<file path="src/hdl/assert_macros.svh">
// assertion macros used by the datapath rtl file, ilms_dp
// no dependencies; simulation gets the checks, synthesis gets empty bodies
`ifndef ASSERT_MACROS_SVH
`define ASSERT_MACROS_SVH

`ifndef SYNTH

// antecedent true implies consequent in the same cycle
`define ASSERT_IMPLIES(label, clk, rstn, ante, cons) \
    label: assert property (@(posedge clk) disable iff (!(rstn)) (ante) |-> (cons)) \
        else $error("assertion failed")

// antecedent true implies consequent in the next cycle
`define ASSERT_NEXT(label, clk, rstn, ante, cons) \
    label: assert property (@(posedge clk) disable iff (!(rstn)) (ante) |=> (cons)) \
        else $error("assertion failed")

`else

`define ASSERT_IMPLIES(label, clk, rstn, ante, cons)
`define ASSERT_NEXT(label, clk, rstn, ante, cons)

`endif

`endif

</file>
<file path="src/hdl/ilms_pkg.sv">
// shared types and constants of the input latency measurement sequencer
// no dependencies; used by every module of the block
`default_nettype none

package ilms_pkg;

    // timestamp and accumulator widths
    localparam int TIME_W   = 48;
    localparam int TOTAL_W  = 48;
    localparam int ACC_W    = ((TIME_W > TOTAL_W) ? TIME_W : TOTAL_W) + 1;
    localparam int DIV_CNT_W = $clog2(TOTAL_W);

    // field widths
    localparam int CMD_W     = 3;
    localparam int COUNT_W   = 16;
    localparam int BASE_W    = 20;
    localparam int TIMEOUT_W = 24;
    localparam int CORR_W    = 16;
    localparam int OFFSET_W  = 10;
    localparam int LAT_W     = 25;
    localparam int AVG_W     = 24;
    localparam int ADD_W     = 21;
    localparam int CFG_ADDR_W = 2;
    localparam int CFG_DATA_W = 24;

    // stream word widths, padded to whole bytes
    localparam int IN_W  = ((CMD_W + TIME_W + 7) / 8) * 8;
    localparam int OUT_BITS = 3 + OFFSET_W + 1 + LAT_W + 1 + 1 + AVG_W + 1 + COUNT_W;
    localparam int OUT_W = ((OUT_BITS + 7) / 8) * 8;

    // command codes
    localparam logic [CMD_W-1:0] CMD_TICK       = 3'd0;
    localparam logic [CMD_W-1:0] CMD_FRAME      = 3'd1;
    localparam logic [CMD_W-1:0] CMD_INPUT      = 3'd2;
    localparam logic [CMD_W-1:0] CMD_CONNECT    = 3'd3;
    localparam logic [CMD_W-1:0] CMD_DISCONNECT = 3'd4;

    // register indexes
    localparam logic [CFG_ADDR_W-1:0] CFG_SAMPLE_COUNT = 2'd0;
    localparam logic [CFG_ADDR_W-1:0] CFG_BASE_DELAY   = 2'd1;
    localparam logic [CFG_ADDR_W-1:0] CFG_DROP_TIMEOUT = 2'd2;
    localparam logic [CFG_ADDR_W-1:0] CFG_FRAME_CORR   = 2'd3;

    // register reset values
    localparam logic [COUNT_W-1:0]   RST_SAMPLE_COUNT = 16'd3000;
    localparam logic [BASE_W-1:0]    RST_BASE_DELAY   = 20'd10000;
    localparam logic [TIMEOUT_W-1:0] RST_DROP_TIMEOUT = 24'd500000;
    localparam logic [CORR_W-1:0]    RST_FRAME_CORR   = 16'd1000;

    // reciprocal constants for remainder by 1000 and by 10 of a 16 bit value
    localparam logic [32:0] RECIP_1000 = 33'd67109;
    localparam int          SHIFT_1000 = 26;
    localparam logic [32:0] RECIP_10   = 33'd52429;
    localparam int          SHIFT_10   = 19;

    // latency clamping
    localparam logic [30:0]        EL_CAP  = 31'h4000_0000;
    localparam logic signed [32:0] LAT_MIN = -33'sd65535;
    localparam logic signed [32:0] LAT_MAX = 33'sd16777215;

    // controller to datapath commands
    typedef struct packed {
        logic load_in;
        logic apply_cmd;
        logic sched_dec;
        logic mod_mul;
        logic mod_sub;
        logic sum;
        logic ttime;
        logic toggle;
        logic elapsed;
        logic input_acc;
        logic lat_calc;
        logic div_start;
        logic div_store;
        logic drop;
        logic out_load;
    } dp_cmd_t;

    // datapath to controller status
    typedef struct packed {
        logic sched_ok;
        logic tog_ok;
        logic input_ok;
        logic last_sample;
        logic div_done;
        logic out_free;
    } dp_stat_t;

endpackage

`default_nettype wire

</file>
<file path="src/hdl/ilms_div.sv">
// radix-2 restoring divider for the end-of-run average
// depends on ilms_pkg
`default_nettype none

module ilms_div
    import ilms_pkg::*;
(
    input  wire logic               aclk,
    input  wire logic               aresetn,
    input  wire logic               start,
    input  wire logic [TOTAL_W-1:0] dividend,
    input  wire logic [COUNT_W-1:0] divisor,
    output logic                    done,
    output logic [TOTAL_W-1:0]      quotient
);

    localparam logic [DIV_CNT_W-1:0] LAST_STEP = DIV_CNT_W'(TOTAL_W - 1);

    logic                 busy_reg;
    logic                 done_reg;
    logic [DIV_CNT_W-1:0] cnt_reg;
    logic [COUNT_W-1:0]   rem_reg;
    logic [COUNT_W-1:0]   rem_next;
    logic [TOTAL_W-1:0]   q_reg;
    logic [COUNT_W-1:0]   d_reg;
    logic [COUNT_W:0]     rem_sh;
    logic                 ge;

    always_comb begin
        rem_sh   = {rem_reg, q_reg[TOTAL_W-1]};
        ge       = (rem_sh >= {1'b0, d_reg});
        rem_next = ge ? COUNT_W'(rem_sh - {1'b0, d_reg}) : rem_sh[COUNT_W-1:0];
    end

    always_ff @(posedge aclk) begin
        if (!aresetn) begin
            busy_reg <= 1'b0;
            done_reg <= 1'b0;
            cnt_reg  <= '0;
        end else begin
            done_reg <= 1'b0;
            if (start) begin
                busy_reg <= 1'b1;
                cnt_reg  <= '0;
            end else if (busy_reg) begin
                cnt_reg <= cnt_reg + 1'b1;
                if (cnt_reg == LAST_STEP) begin
                    busy_reg <= 1'b0;
                    done_reg <= 1'b1;
                end
            end
        end
    end

    always_ff @(posedge aclk) begin
        if (start) begin
            rem_reg <= '0;
            q_reg   <= dividend;
            d_reg   <= divisor;
        end else if (busy_reg) begin
            rem_reg <= rem_next;
            q_reg   <= {q_reg[TOTAL_W-2:0], ge};
        end
    end

    assign done     = done_reg;
    assign quotient = q_reg;

endmodule

`default_nettype wire

</file>
<file path="src/hdl/ilms_ctrl.sv">
// sequencing state machine: walks one word through the datapath steps
// depends on ilms_pkg
`default_nettype none

module ilms_ctrl
    import ilms_pkg::*;
(
    input  wire logic     aclk,
    input  wire logic     aresetn,
    input  wire logic     s_tvalid,
    output logic          s_tready,
    input  wire dp_stat_t stat,
    output dp_cmd_t       cmd
);

    typedef enum logic [3:0] {
        ST_IDLE,
        ST_CMD,
        ST_SCHED,
        ST_MOD_MUL,
        ST_MOD_SUB,
        ST_SUM,
        ST_TTIME,
        ST_TOG,
        ST_ELAPSED,
        ST_INPUT,
        ST_LAT,
        ST_DIV_WAIT,
        ST_DROP,
        ST_OUT
    } state_t;

    state_t state_reg;
    state_t state_next;

    always_comb begin
        cmd        = '0;
        state_next = state_reg;
        case (state_reg)
            ST_IDLE: begin
                cmd.load_in = s_tvalid;
                if (s_tvalid) state_next = ST_CMD;
            end
            ST_CMD: begin
                cmd.apply_cmd = 1'b1;
                state_next    = ST_SCHED;
            end
            ST_SCHED: begin
                cmd.sched_dec = stat.sched_ok;
                state_next    = stat.sched_ok ? ST_MOD_MUL : ST_TOG;
            end
            ST_MOD_MUL: begin
                cmd.mod_mul = 1'b1;
                state_next  = ST_MOD_SUB;
            end
            ST_MOD_SUB: begin
                cmd.mod_sub = 1'b1;
                state_next  = ST_SUM;
            end
            ST_SUM: begin
                cmd.sum    = 1'b1;
                state_next = ST_TTIME;
            end
            ST_TTIME: begin
                cmd.ttime  = 1'b1;
                state_next = ST_TOG;
            end
            ST_TOG: begin
                cmd.toggle = stat.tog_ok;
                state_next = ST_ELAPSED;
            end
            ST_ELAPSED: begin
                cmd.elapsed = 1'b1;
                state_next  = ST_INPUT;
            end
            ST_INPUT: begin
                cmd.input_acc = stat.input_ok;
                state_next    = stat.input_ok ? ST_LAT : ST_DROP;
            end
            ST_LAT: begin
                cmd.lat_calc  = 1'b1;
                cmd.div_start = stat.last_sample;
                state_next    = stat.last_sample ? ST_DIV_WAIT : ST_DROP;
            end
            ST_DIV_WAIT: begin
                cmd.div_store = stat.div_done;
                if (stat.div_done) state_next = ST_DROP;
            end
            ST_DROP: begin
                cmd.drop   = 1'b1;
                state_next = ST_OUT;
            end
            ST_OUT: begin
                cmd.out_load = stat.out_free;
                if (stat.out_free) state_next = ST_IDLE;
            end
            default: begin
                state_next = ST_IDLE;
            end
        endcase
    end

    always_ff @(posedge aclk) begin
        if (!aresetn) begin
            state_reg <= ST_IDLE;
        end else begin
            state_reg <= state_next;
        end
    end

    assign s_tready = (state_reg == ST_IDLE);

endmodule

`default_nettype wire

</file>
<file path="src/hdl/ilms_dp.sv">
// datapath: run state, scheduling arithmetic, latency and average results
// depends on ilms_pkg, ilms_div and assert_macros.svh
`default_nettype none
`include "assert_macros.svh"

module ilms_dp
    import ilms_pkg::*;
(
    input  wire logic                  aclk,
    input  wire logic                  aresetn,
    input  wire logic                  cfg_we,
    input  wire logic [CFG_ADDR_W-1:0] cfg_addr,
    input  wire logic [CFG_DATA_W-1:0] cfg_wdata,
    input  wire logic [IN_W-1:0]       s_tdata,
    output logic                       m_tvalid,
    input  wire logic                  m_tready,
    output logic [OUT_W-1:0]           m_tdata,
    input  wire dp_cmd_t               cmd,
    output dp_stat_t                   stat
);

    // configuration registers
    logic [COUNT_W-1:0]   sample_count_reg;
    logic [BASE_W-1:0]    base_delay_reg;
    logic [TIMEOUT_W-1:0] drop_timeout_reg;
    logic [CORR_W-1:0]    frame_corr_reg;

    // captured word
    logic [CMD_W-1:0]  in_cmd_reg;
    logic [TIME_W-1:0] now_reg;

    // run state
    logic                connected_reg;
    logic [COUNT_W-1:0]  remaining_reg;
    logic                pending_reg;
    logic                awaiting_reg;
    logic                seen_reg;
    logic [TIME_W-1:0]   toggle_time_reg;
    logic [OFFSET_W-1:0] offset_reg;
    logic                pin_reg;
    logic [TOTAL_W-1:0]  total_reg;
    logic                led_reg;

    // working registers
    logic [32:0]       prod1000_reg;
    logic [32:0]       prod10_reg;
    logic [3:0]        m10_reg;
    logic [ADD_W-1:0]  add_reg;
    logic [TIME_W-1:0] el_reg;

    // per-word result fields
    logic             res_tog_reg;
    logic             res_sched_reg;
    logic             res_sval_reg;
    logic [LAT_W-1:0] res_lat_reg;
    logic             res_drop_reg;
    logic             res_aval_reg;
    logic [AVG_W-1:0] res_avg_reg;

    logic             m_tvalid_reg;
    logic [OUT_W-1:0] m_tdata_reg;

    // combinational helpers
    logic [COUNT_W-1:0] q1000_c;
    logic [COUNT_W-1:0] q10_c;
    logic [COUNT_W-1:0] off_wide_c;
    logic [COUNT_W-1:0] m10_wide_c;
    logic [TIME_W:0]    tsum_c;
    logic [ACC_W-1:0]   acc_c;
    logic [30:0]        el_cap_c;
    logic signed [32:0] lat_c;
    logic [LAT_W-1:0]   lat_sat_c;
    logic [COUNT_W-1:0] divisor_c;
    logic               div_done;
    logic [TOTAL_W-1:0] div_q;

    always_comb begin
        q1000_c    = COUNT_W'(prod1000_reg >> SHIFT_1000);
        q10_c      = COUNT_W'(prod10_reg >> SHIFT_10);
        off_wide_c = remaining_reg - COUNT_W'(q1000_c * 16'd1000);
        m10_wide_c = remaining_reg - COUNT_W'(q10_c * 16'd10);
        tsum_c     = {1'b0, now_reg} + (TIME_W+1)'(add_reg);
        acc_c      = ACC_W'(total_reg) + ACC_W'(el_reg);
        el_cap_c   = (el_reg > TIME_W'(EL_CAP)) ? EL_CAP : el_reg[30:0];
        lat_c      = $signed({2'b00, el_cap_c}) - $signed({17'd0, frame_corr_reg})
                   + $signed({23'd0, offset_reg});
        if (lat_c < LAT_MIN) begin
            lat_sat_c = LAT_W'(LAT_MIN);
        end else if (lat_c > LAT_MAX) begin
            lat_sat_c = LAT_W'(LAT_MAX);
        end else begin
            lat_sat_c = lat_c[LAT_W-1:0];
        end
        divisor_c = (sample_count_reg == '0) ? COUNT_W'(1) : sample_count_reg;
    end

    always_comb begin
        stat.sched_ok    = (in_cmd_reg == CMD_FRAME) && connected_reg
                         && (remaining_reg != '0) && !awaiting_reg && !pending_reg;
        stat.tog_ok      = pending_reg && (now_reg > toggle_time_reg);
        stat.input_ok    = awaiting_reg && seen_reg;
        stat.last_sample = (remaining_reg == '0);
        stat.div_done    = div_done;
        stat.out_free    = !m_tvalid_reg || m_tready;
    end

    ilms_div u_div (
        .aclk     (aclk),
        .aresetn  (aresetn),
        .start    (cmd.div_start),
        .dividend (total_reg),
        .divisor  (divisor_c),
        .done     (div_done),
        .quotient (div_q)
    );

    // control state and configuration
    always_ff @(posedge aclk) begin
        if (!aresetn) begin
            sample_count_reg <= RST_SAMPLE_COUNT;
            base_delay_reg   <= RST_BASE_DELAY;
            drop_timeout_reg <= RST_DROP_TIMEOUT;
            frame_corr_reg   <= RST_FRAME_CORR;
            connected_reg    <= 1'b0;
            remaining_reg    <= '0;
            pending_reg      <= 1'b0;
            awaiting_reg     <= 1'b0;
            seen_reg         <= 1'b0;
            toggle_time_reg  <= '0;
            offset_reg       <= '0;
            pin_reg          <= 1'b1;
            total_reg        <= '0;
            led_reg          <= 1'b0;
            res_tog_reg      <= 1'b0;
            res_sched_reg    <= 1'b0;
            res_sval_reg     <= 1'b0;
            res_drop_reg     <= 1'b0;
            res_aval_reg     <= 1'b0;
            m_tvalid_reg     <= 1'b0;
        end else begin
            if (cfg_we) begin
                case (cfg_addr)
                    CFG_SAMPLE_COUNT: sample_count_reg <= cfg_wdata[COUNT_W-1:0];
                    CFG_BASE_DELAY:   base_delay_reg   <= cfg_wdata[BASE_W-1:0];
                    CFG_DROP_TIMEOUT: drop_timeout_reg <= cfg_wdata[TIMEOUT_W-1:0];
                    CFG_FRAME_CORR:   frame_corr_reg   <= cfg_wdata[CORR_W-1:0];
                    default: ;
                endcase
            end

            if (cmd.load_in) begin
                res_tog_reg   <= 1'b0;
                res_sched_reg <= 1'b0;
                res_sval_reg  <= 1'b0;
                res_drop_reg  <= 1'b0;
                res_aval_reg  <= 1'b0;
            end

            if (cmd.apply_cmd) begin
                case (in_cmd_reg)
                    CMD_INPUT: begin
                        seen_reg <= 1'b1;
                    end
                    CMD_CONNECT: begin
                        total_reg     <= '0;
                        remaining_reg <= sample_count_reg;
                        connected_reg <= 1'b1;
                        led_reg       <= 1'b1;
                    end
                    CMD_DISCONNECT: begin
                        connected_reg <= 1'b0;
                    end
                    default: ;
                endcase
            end

            if (cmd.sched_dec) begin
                remaining_reg <= remaining_reg - 1'b1;
                if (remaining_reg == COUNT_W'(1)) led_reg <= 1'b0;
                res_sched_reg <= 1'b1;
            end

            if (cmd.mod_sub) begin
                offset_reg <= off_wide_c[OFFSET_W-1:0];
            end

            if (cmd.ttime) begin
                toggle_time_reg <= tsum_c[TIME_W] ? '1 : tsum_c[TIME_W-1:0];
                pending_reg     <= 1'b1;
            end

            if (cmd.toggle) begin
                pin_reg      <= ~pin_reg;
                pending_reg  <= 1'b0;
                awaiting_reg <= 1'b1;
                seen_reg     <= 1'b0;
                res_tog_reg  <= 1'b1;
            end

            if (cmd.input_acc) begin
                total_reg    <= (acc_c[ACC_W-1:TOTAL_W] != '0) ? '1 : acc_c[TOTAL_W-1:0];
                awaiting_reg <= 1'b0;
                seen_reg     <= 1'b0;
                res_sval_reg <= 1'b1;
            end

            if (cmd.div_store) begin
                res_aval_reg <= 1'b1;
            end

            if (cmd.drop && awaiting_reg && (el_reg > TIME_W'(drop_timeout_reg))) begin
                awaiting_reg <= 1'b0;
                res_drop_reg <= 1'b1;
            end

            if (cmd.out_load) begin
                m_tvalid_reg <= 1'b1;
            end else if (m_tready) begin
                m_tvalid_reg <= 1'b0;
            end
        end
    end

    // payload registers
    always_ff @(posedge aclk) begin
        if (cmd.load_in) begin
            in_cmd_reg  <= s_tdata[CMD_W-1:0];
            now_reg     <= s_tdata[CMD_W +: TIME_W];
            res_lat_reg <= '0;
            res_avg_reg <= '0;
        end
        if (cmd.mod_mul) begin
            prod1000_reg <= 33'(remaining_reg) * RECIP_1000;
            prod10_reg   <= 33'(remaining_reg) * RECIP_10;
        end
        if (cmd.mod_sub) begin
            m10_reg <= m10_wide_c[3:0];
        end
        if (cmd.sum) begin
            add_reg <= ADD_W'(base_delay_reg) + ADD_W'(m10_reg) * 21'd1000
                     + ADD_W'(offset_reg);
        end
        if (cmd.elapsed) begin
            el_reg <= (now_reg > toggle_time_reg) ? (now_reg - toggle_time_reg) : '0;
        end
        if (cmd.lat_calc) begin
            res_lat_reg <= lat_sat_c;
        end
        if (cmd.div_store) begin
            res_avg_reg <= (div_q[TOTAL_W-1:AVG_W] != '0) ? '1 : div_q[AVG_W-1:0];
        end
        if (cmd.out_load) begin
            m_tdata_reg <= OUT_W'({remaining_reg, led_reg, res_avg_reg, res_aval_reg,
                                   res_drop_reg, res_lat_reg, res_sval_reg, offset_reg,
                                   res_sched_reg, res_tog_reg, pin_reg});
        end
    end

    assign m_tvalid = m_tvalid_reg;
    assign m_tdata  = m_tdata_reg;

    `ASSERT_IMPLIES(a_pending_excl, aclk, aresetn, pending_reg, !awaiting_reg);
    `ASSERT_IMPLIES(a_sched_leaves_work, aclk, aresetn, cmd.out_load && res_sched_reg,
                    pending_reg || res_tog_reg);
    `ASSERT_IMPLIES(a_drop_not_sample, aclk, aresetn, cmd.out_load && res_drop_reg,
                    !res_sval_reg);
    `ASSERT_IMPLIES(a_avg_with_sample, aclk, aresetn, cmd.out_load && res_aval_reg,
                    res_sval_reg && (remaining_reg == '0));
    `ASSERT_NEXT(a_out_loaded, aclk, aresetn, cmd.out_load, m_tvalid_reg);

endmodule

`default_nettype wire

</file>
<file path="src/hdl/input_latency_measurement_sequencer.sv">
// a word is taken only after the previous one has walked its controller steps;
// a frame start that schedules a toggle adds the modulo, sum and toggle time steps,
// a reported sample adds the latency step; the last sample of a run also waits on the
// radix-2 average divider, which makes one quotient bit per cycle over the 48 bit total
// the result register lets the next word in while a result waits on m_tready
// reset: synchronous, active low; control and configuration registers return to their defaults, no run active
`default_nettype none

module input_latency_measurement_sequencer
    import ilms_pkg::*;
(
    input  wire logic                  aclk,
    input  wire logic                  aresetn,

    // register writes: 0 sample_count, 1 base_delay_us, 2 drop_timeout_us,
    // 3 frame_correction_us
    input  wire logic                  cfg_we,
    input  wire logic [CFG_ADDR_W-1:0] cfg_addr,
    input  wire logic [CFG_DATA_W-1:0] cfg_wdata,

    // input words
    input  wire logic                  s_tvalid,
    output logic                       s_tready,
    input  wire logic [IN_W-1:0]       s_tdata,  // command[2:0], time_us[50:3]

    // result words
    output logic                       m_tvalid,
    input  wire logic                  m_tready,
    // button_level[0], toggled[1], scheduled[2], frame_offset_us[12:3],
    // sample_valid[13], latency_us[38:14], dropped[39], average_valid[40],
    // average_us[64:41], led_on[65], samples_remaining[81:66]
    output logic [OUT_W-1:0]           m_tdata
);

    // command and status between the sequencer and the datapath
    dp_cmd_t  cmd;
    dp_stat_t stat;

    // controller: one word at a time, in model order: command, schedule,
    // toggle, input change, average, timeout, then the result register
    ilms_ctrl u_ctrl (
        .aclk     (aclk),
        .aresetn  (aresetn),
        .s_tvalid (s_tvalid),
        .s_tready (s_tready),
        .stat     (stat),
        .cmd      (cmd)
    );

    // datapath: run state, toggle time arithmetic, latency clamping, divider
    ilms_dp u_dp (
        .aclk      (aclk),
        .aresetn   (aresetn),
        .cfg_we    (cfg_we),
        .cfg_addr  (cfg_addr),
        .cfg_wdata (cfg_wdata),
        .s_tdata   (s_tdata),
        .m_tvalid  (m_tvalid),
        .m_tready  (m_tready),
        .m_tdata   (m_tdata),
        .cmd       (cmd),
        .stat      (stat)
    );

endmodule

`default_nettype wire
</file>
<file path="config.mk">
export PLATFORM = sky130hd
export DESIGN_NAME = input_latency_measurement_sequencer
export DESIGN_NICKNAME = d
export VERILOG_FILES = /design/src/hdl/ilms_pkg.sv /design/src/hdl/ilms_div.sv /design/src/hdl/ilms_ctrl.sv /design/src/hdl/ilms_dp.sv /design/src/hdl/input_latency_measurement_sequencer.sv
export VERILOG_INCLUDE_DIRS = /design/src /design/src/hdl
export SDC_FILE = /design/constraint.sdc
export NUM_CORES = 2
export LEC_CHECK = 0
export ABC_AREA = 0
export BUFFER_PORTS_ARGS = -buffer_cell sky130_fd_sc_hd__buf_2
export CORE_MARGIN = 2
export CORE_UTILIZATION = 41
export CTS_CLUSTER_DIAMETER = 30
export DETAILED_ROUTE_END_ITERATION = 16
export GPL_TIMING_DRIVEN = 0
export PLACE_DENSITY = 0.62
export REMOVE_ABC_BUFFERS = 1
export SLEW_MARGIN = 25
export SYNTH_ARGS = -nofsm -noshare
export SYNTH_HDL_FRONTEND = slang
export SYNTH_HIERARCHICAL = 1
export SYNTH_SLANG_ARGS = --single-unit
</file>
<file path="constraint.sdc">
create_clock -name aclk -period 15.1 [get_ports aclk]
set_input_delay 1.51 -clock aclk [delete_from_list [all_inputs] [get_ports aclk]]
set_output_delay 1.51 -clock aclk [all_outputs]
set_load 0.02 [all_outputs]
</file>
==> summary.md <==
| Metric | Value |
|---|---|
| Gp weighted congestion | `0.9033` |
| Crit Path Class | `reg -> reg` |
| Max reg flops | `about 80` |
| Synth warnings | `6` |
| Chip width | `between 300 and 400 µm` |
| Clock Sinks | `567` |
| Max_slew headroom | `26.38%` |
| Worst path depth | `23` |
| Internal reg-to-reg setup slack | `6.64 ns` |
| Power Density | `141.4 nW/µm²` |
| H-tree Lvls | `4` |
| Setup TNS | `0 ns` |
| Via Count | `30230` |
| Final #Nets | `just under 5000` |
| Drt pass-1 iters | `6` |
| R2R depth | `23` |
| CTS root buffer | `clkbuf_16` |
| Routed vias/inst | `5.351` |
| Hold Crit Class | `reg -> reg` |
| Share of cells above drive strength 1 | `~13%` |
| Worst path cell trace | `nor3_1 > nand4_1 > o41ai_4 > and2_1 > nand2_1 > ha_1 > fa_1 > nand2b_1 > a21oi_1 > o21ai_1 > xnor2_1 > ha_1 > a21o_1 > a21oi_1 > o21ai_0 > a31o_2 > nand4_1 > nor4b_2 > nand3_1 > xnor2_1 > nor4_1 > o21ai_2 > a21oi_1` |
| CP Capture Point | `u_dp/res_lat_reg[1]` |
| Die height | `approximately 310 µm` |
| Post-synthesis area per instance | `9.644 µm²` |
| Startpoint types | `flip-flop` |
| Status | `finished clean` |
| WP data required | `15.52 ns` |
| Synthesis-stage register bit count | `567` |
| Seq/Total Area, Yosys | `37.45%` |
| Fin. max-slew vios | `0` |
| Worst skew pair latency | `0.74 ns` |
| Syn-to-layout area delta | `19.27%` |
| Arr. time, crit path | `between 8 and 9 ns` |
| Final Hold Fails | `0` |
| FFs w/ async S/R, synth | `0%` |
| Clock skew | `between 0.03 and 0.04 ns` |
| Power Total | `~6.6 mW` |
| Core area | `94730 µm²` |
| CTS clock-pin slew for the worst setup and hold paths | `0.05 ns` |
| Crit path max-delay family | `simple AND/OR/NAND/NOR gates` |
| Max Freq | `118.2 MHz` |
| Final core occ | `49.24%` |
| Final setup viols | `0` |
| DRT Wirelength | `between 100 and 150 mm` |
| Max FO, Critical Path | `19` |
| Maxcap violations | `0` |
| Grt ovf | `0` |
| Hpwl dp | `about 79 mm` |
| Max stage delay cell, worst path | `o41ai_4` |
| Antenna violations before repair | `5` |
| Initial detailed-routing violation count | `1833` |
| Area contributors post-synth | `edfxtp_1 25%, ha_1 15%, dfxtp_1 12%, fa_1 6.5%, a21oi_1 4.8%` |
| Unrepaired setup endpoints after global routing | `no` |
| R2R Path End | `u_dp/res_lat_reg[1]` |
| CP startpoint | `u_dp/el_reg[16]` |
| Peak supply drop | `0.0001488 V` |
| Pin count of the biggest net entering global routing | `71` |
| Vias in the first global route | `29270` |
| FF-to-FF Start | `u_dp/el_reg[16]` |
| Cts hold-fix bufs | `0` |
| Tmin final | `8.461 ns` |
| CTS tree | `built` |
| Total GRT Usage | `21.46%` |
| Ys flop type | `edfxtp_1` |
| Synth unique cells | `95` |
| Longest Clk Path Bufs | `3` |
| CP endpoint kind | `flip-flop` |
| Synthesized instance count | `4055` |
| Most used cell, CP | `a21oi_1` |
| Crit path buf inv count | `0` |
| First-pass GRT wire length | `about 170 mm` |
| Initial Util | `41.28%` |
| Routed len/inst | `18.73 µm` |
| Row cnt | `113` |
| P_leak | `20.45 nW` |
| Num CTS Buffers | `about 140` |
| IO buf count | `165` |
| Die area | `97870 µm²` |
| Worst-margin pin slew | `1.090 ns` |
| Crit-path max cell delay | `1.01 ns` |
| Fillers | `slightly below 9000` |
| Number of setup buffers added after CTS | `0` |
| Residual DRC count | `0` |
| Synth top area share | `25.26%` |
| # resized after CTS | `0` |
| Post-synth top area cell | `edfxtp_1` |
| Tcrit/Tclk final | `between 50 and 60%` |
| Antenna Nets Post-Route | `0` |
| Mapped cell area | `39110 µm²` |
| I/O pins | `around 180` |
| Post-synth EDFFs | `329` |
worst register-to-register path, delay by kind of cell, from the launching register on:
kind | cells | cell delay [ns]
adders and majority gates | 3 | 1.02
AOI/OAI and AO/OA | 9 | 2.73
DFF | 1 | 0.67
xor gates and xnor gates | 2 | 0.49
and+or+nand+nor | 9 | 3.25
cells by family (layout without fill, tap and decap cells):
kind of cell / Yosys count / count (layout) / share of synthesized area, %
xor+xnor: 219 / 219 / 4.905
flops: 567 / 567 / 37.45
simple gates: 1062 / 1062 / 13.05
other cells: 1 / 8 / 0.009589
compound gates: 983 / 983 / 15.93
fa+ha+maj: 586 / 586 / 21.18
mux: 65 / 65 / 1.820
buf+inv: 572 / 895 / 5.653
how the worst min path moves through the flow:
| stage | end | slack, ns | cells after the start | start |
|---|---|---|---|---|
| 2_1_floorplan | u_dp/m_tdata[14] | 0.40 | 0 | u_dp/res_lat_reg[0] |
| 3_3_place_gp | u_dp/m_tdata[48] | 0.41 | 0 | u_dp/res_avg_reg[7] |
| 3_5_place_dp | u_dp/m_tdata[48] | 0.40 | 0 | u_dp/res_avg_reg[7] |
| 4_1_cts | u_dp/m_tdata[64] | 0.41 | 0 | u_dp/res_avg_reg[23] |
| 5_1_grt | u_dp/m_tdata[35] | 0.42 | 0 | u_dp/res_lat_reg[21] |
| 6_report | u_dp/m_tdata[29] | 0.41 | 0 | u_dp/res_lat_reg[15] |
final cells by class:
type,instances,area [µm²],share of cell area (%)
multi-input cells,2921,22390,48.01
flip-flops and latches,567,14650,31.40
clock buffers,172,3895,8.351
inverters,421,1588,3.404
well taps,1265,1583,3.393
repair buffers,205,1306,2.801
clock inverters,97,1229,2.634
diodes,2,5.005,0.01073
stage by stage:
step / hold WS [ns] / instances / setup slack (ns) / cell area [µm²]
6_report: 0.4103 / 5650 / 6.639 / 46640
5_1_grt: 0.4186 / 5650 / 5.876 / 46640
4_1_cts: 0.4133 / 5648 / 6.428 / 46620
3_5_place_dp: 0.4045 / 5379 / 6.495 / 41500
3_3_place_gp: 0.4050 / 5339 / 2.409 / 40900
2_1_floorplan: 0.4003 / 3909 / 7.142 / 38500
routing by layer:
layer	vias up	global-route usage [%]	wire [µm]
met5	-	0	21
met4	4	7.547	2775
met3	161	4.320	6259
met2	789	32.50	45970
met1	14390	30.43	50780
li1	14890	-	-
Yosys cell counts (5+ instances only):
master	count
nand2_1	303
a31o_2	7
o211ai_1	31
nand2b_1	43
o21a_1	59
nand3b_1	5
o21bai_1	35
o21ai_0	161
buf_4	10
dfxtp_1	238
and3_1	47
edfxtp_1	329
nor2b_1	33
a31oi_1	29
a21oi_1	378
mux2i_1	16
inv_1	421
nor2_1	269
a311oi_1	24
mux2_2	49
and4_1	8
a211oi_1	27
a32oi_1	5
a21boi_0	12
a211o_1	6
nor3b_1	14
buf_2	7
o31a_1	5
a21o_1	105
or3_1	22
xor2_1	75
nand3_1	77
nor3_1	100
clkbuf_1	127
o2111ai_1	5
o31ai_1	15
nand4_1	51
a41oi_1	10
or2_2	12
nor4_1	30
and2_1	24
ha_1	458
fa_1	127
xnor2_1	144
cells in the final DEF (no fill, tap or decap), types with 75 or more instances in the layout:
cell	count
nand2_1	299
nand3_1	75
ha_1	458
a21o_1	105
a21oi_1	378
nor3_1	97
buf_2	172
xor2_1	75
nor2_1	265
xnor2_1	144
o21ai_0	161
fa_1	127
inv_1	420
clkbuf_16	149
edfxtp_1	329
dfxtp_1	237
power breakdown:
part           internal [mW]  switching (mW)
Clock                   2.17            1.01
Sequential              1.83           0.131
Combinational          0.595           0.862
Total                   4.59            2.00
Power figures use the tool's default switching activity.
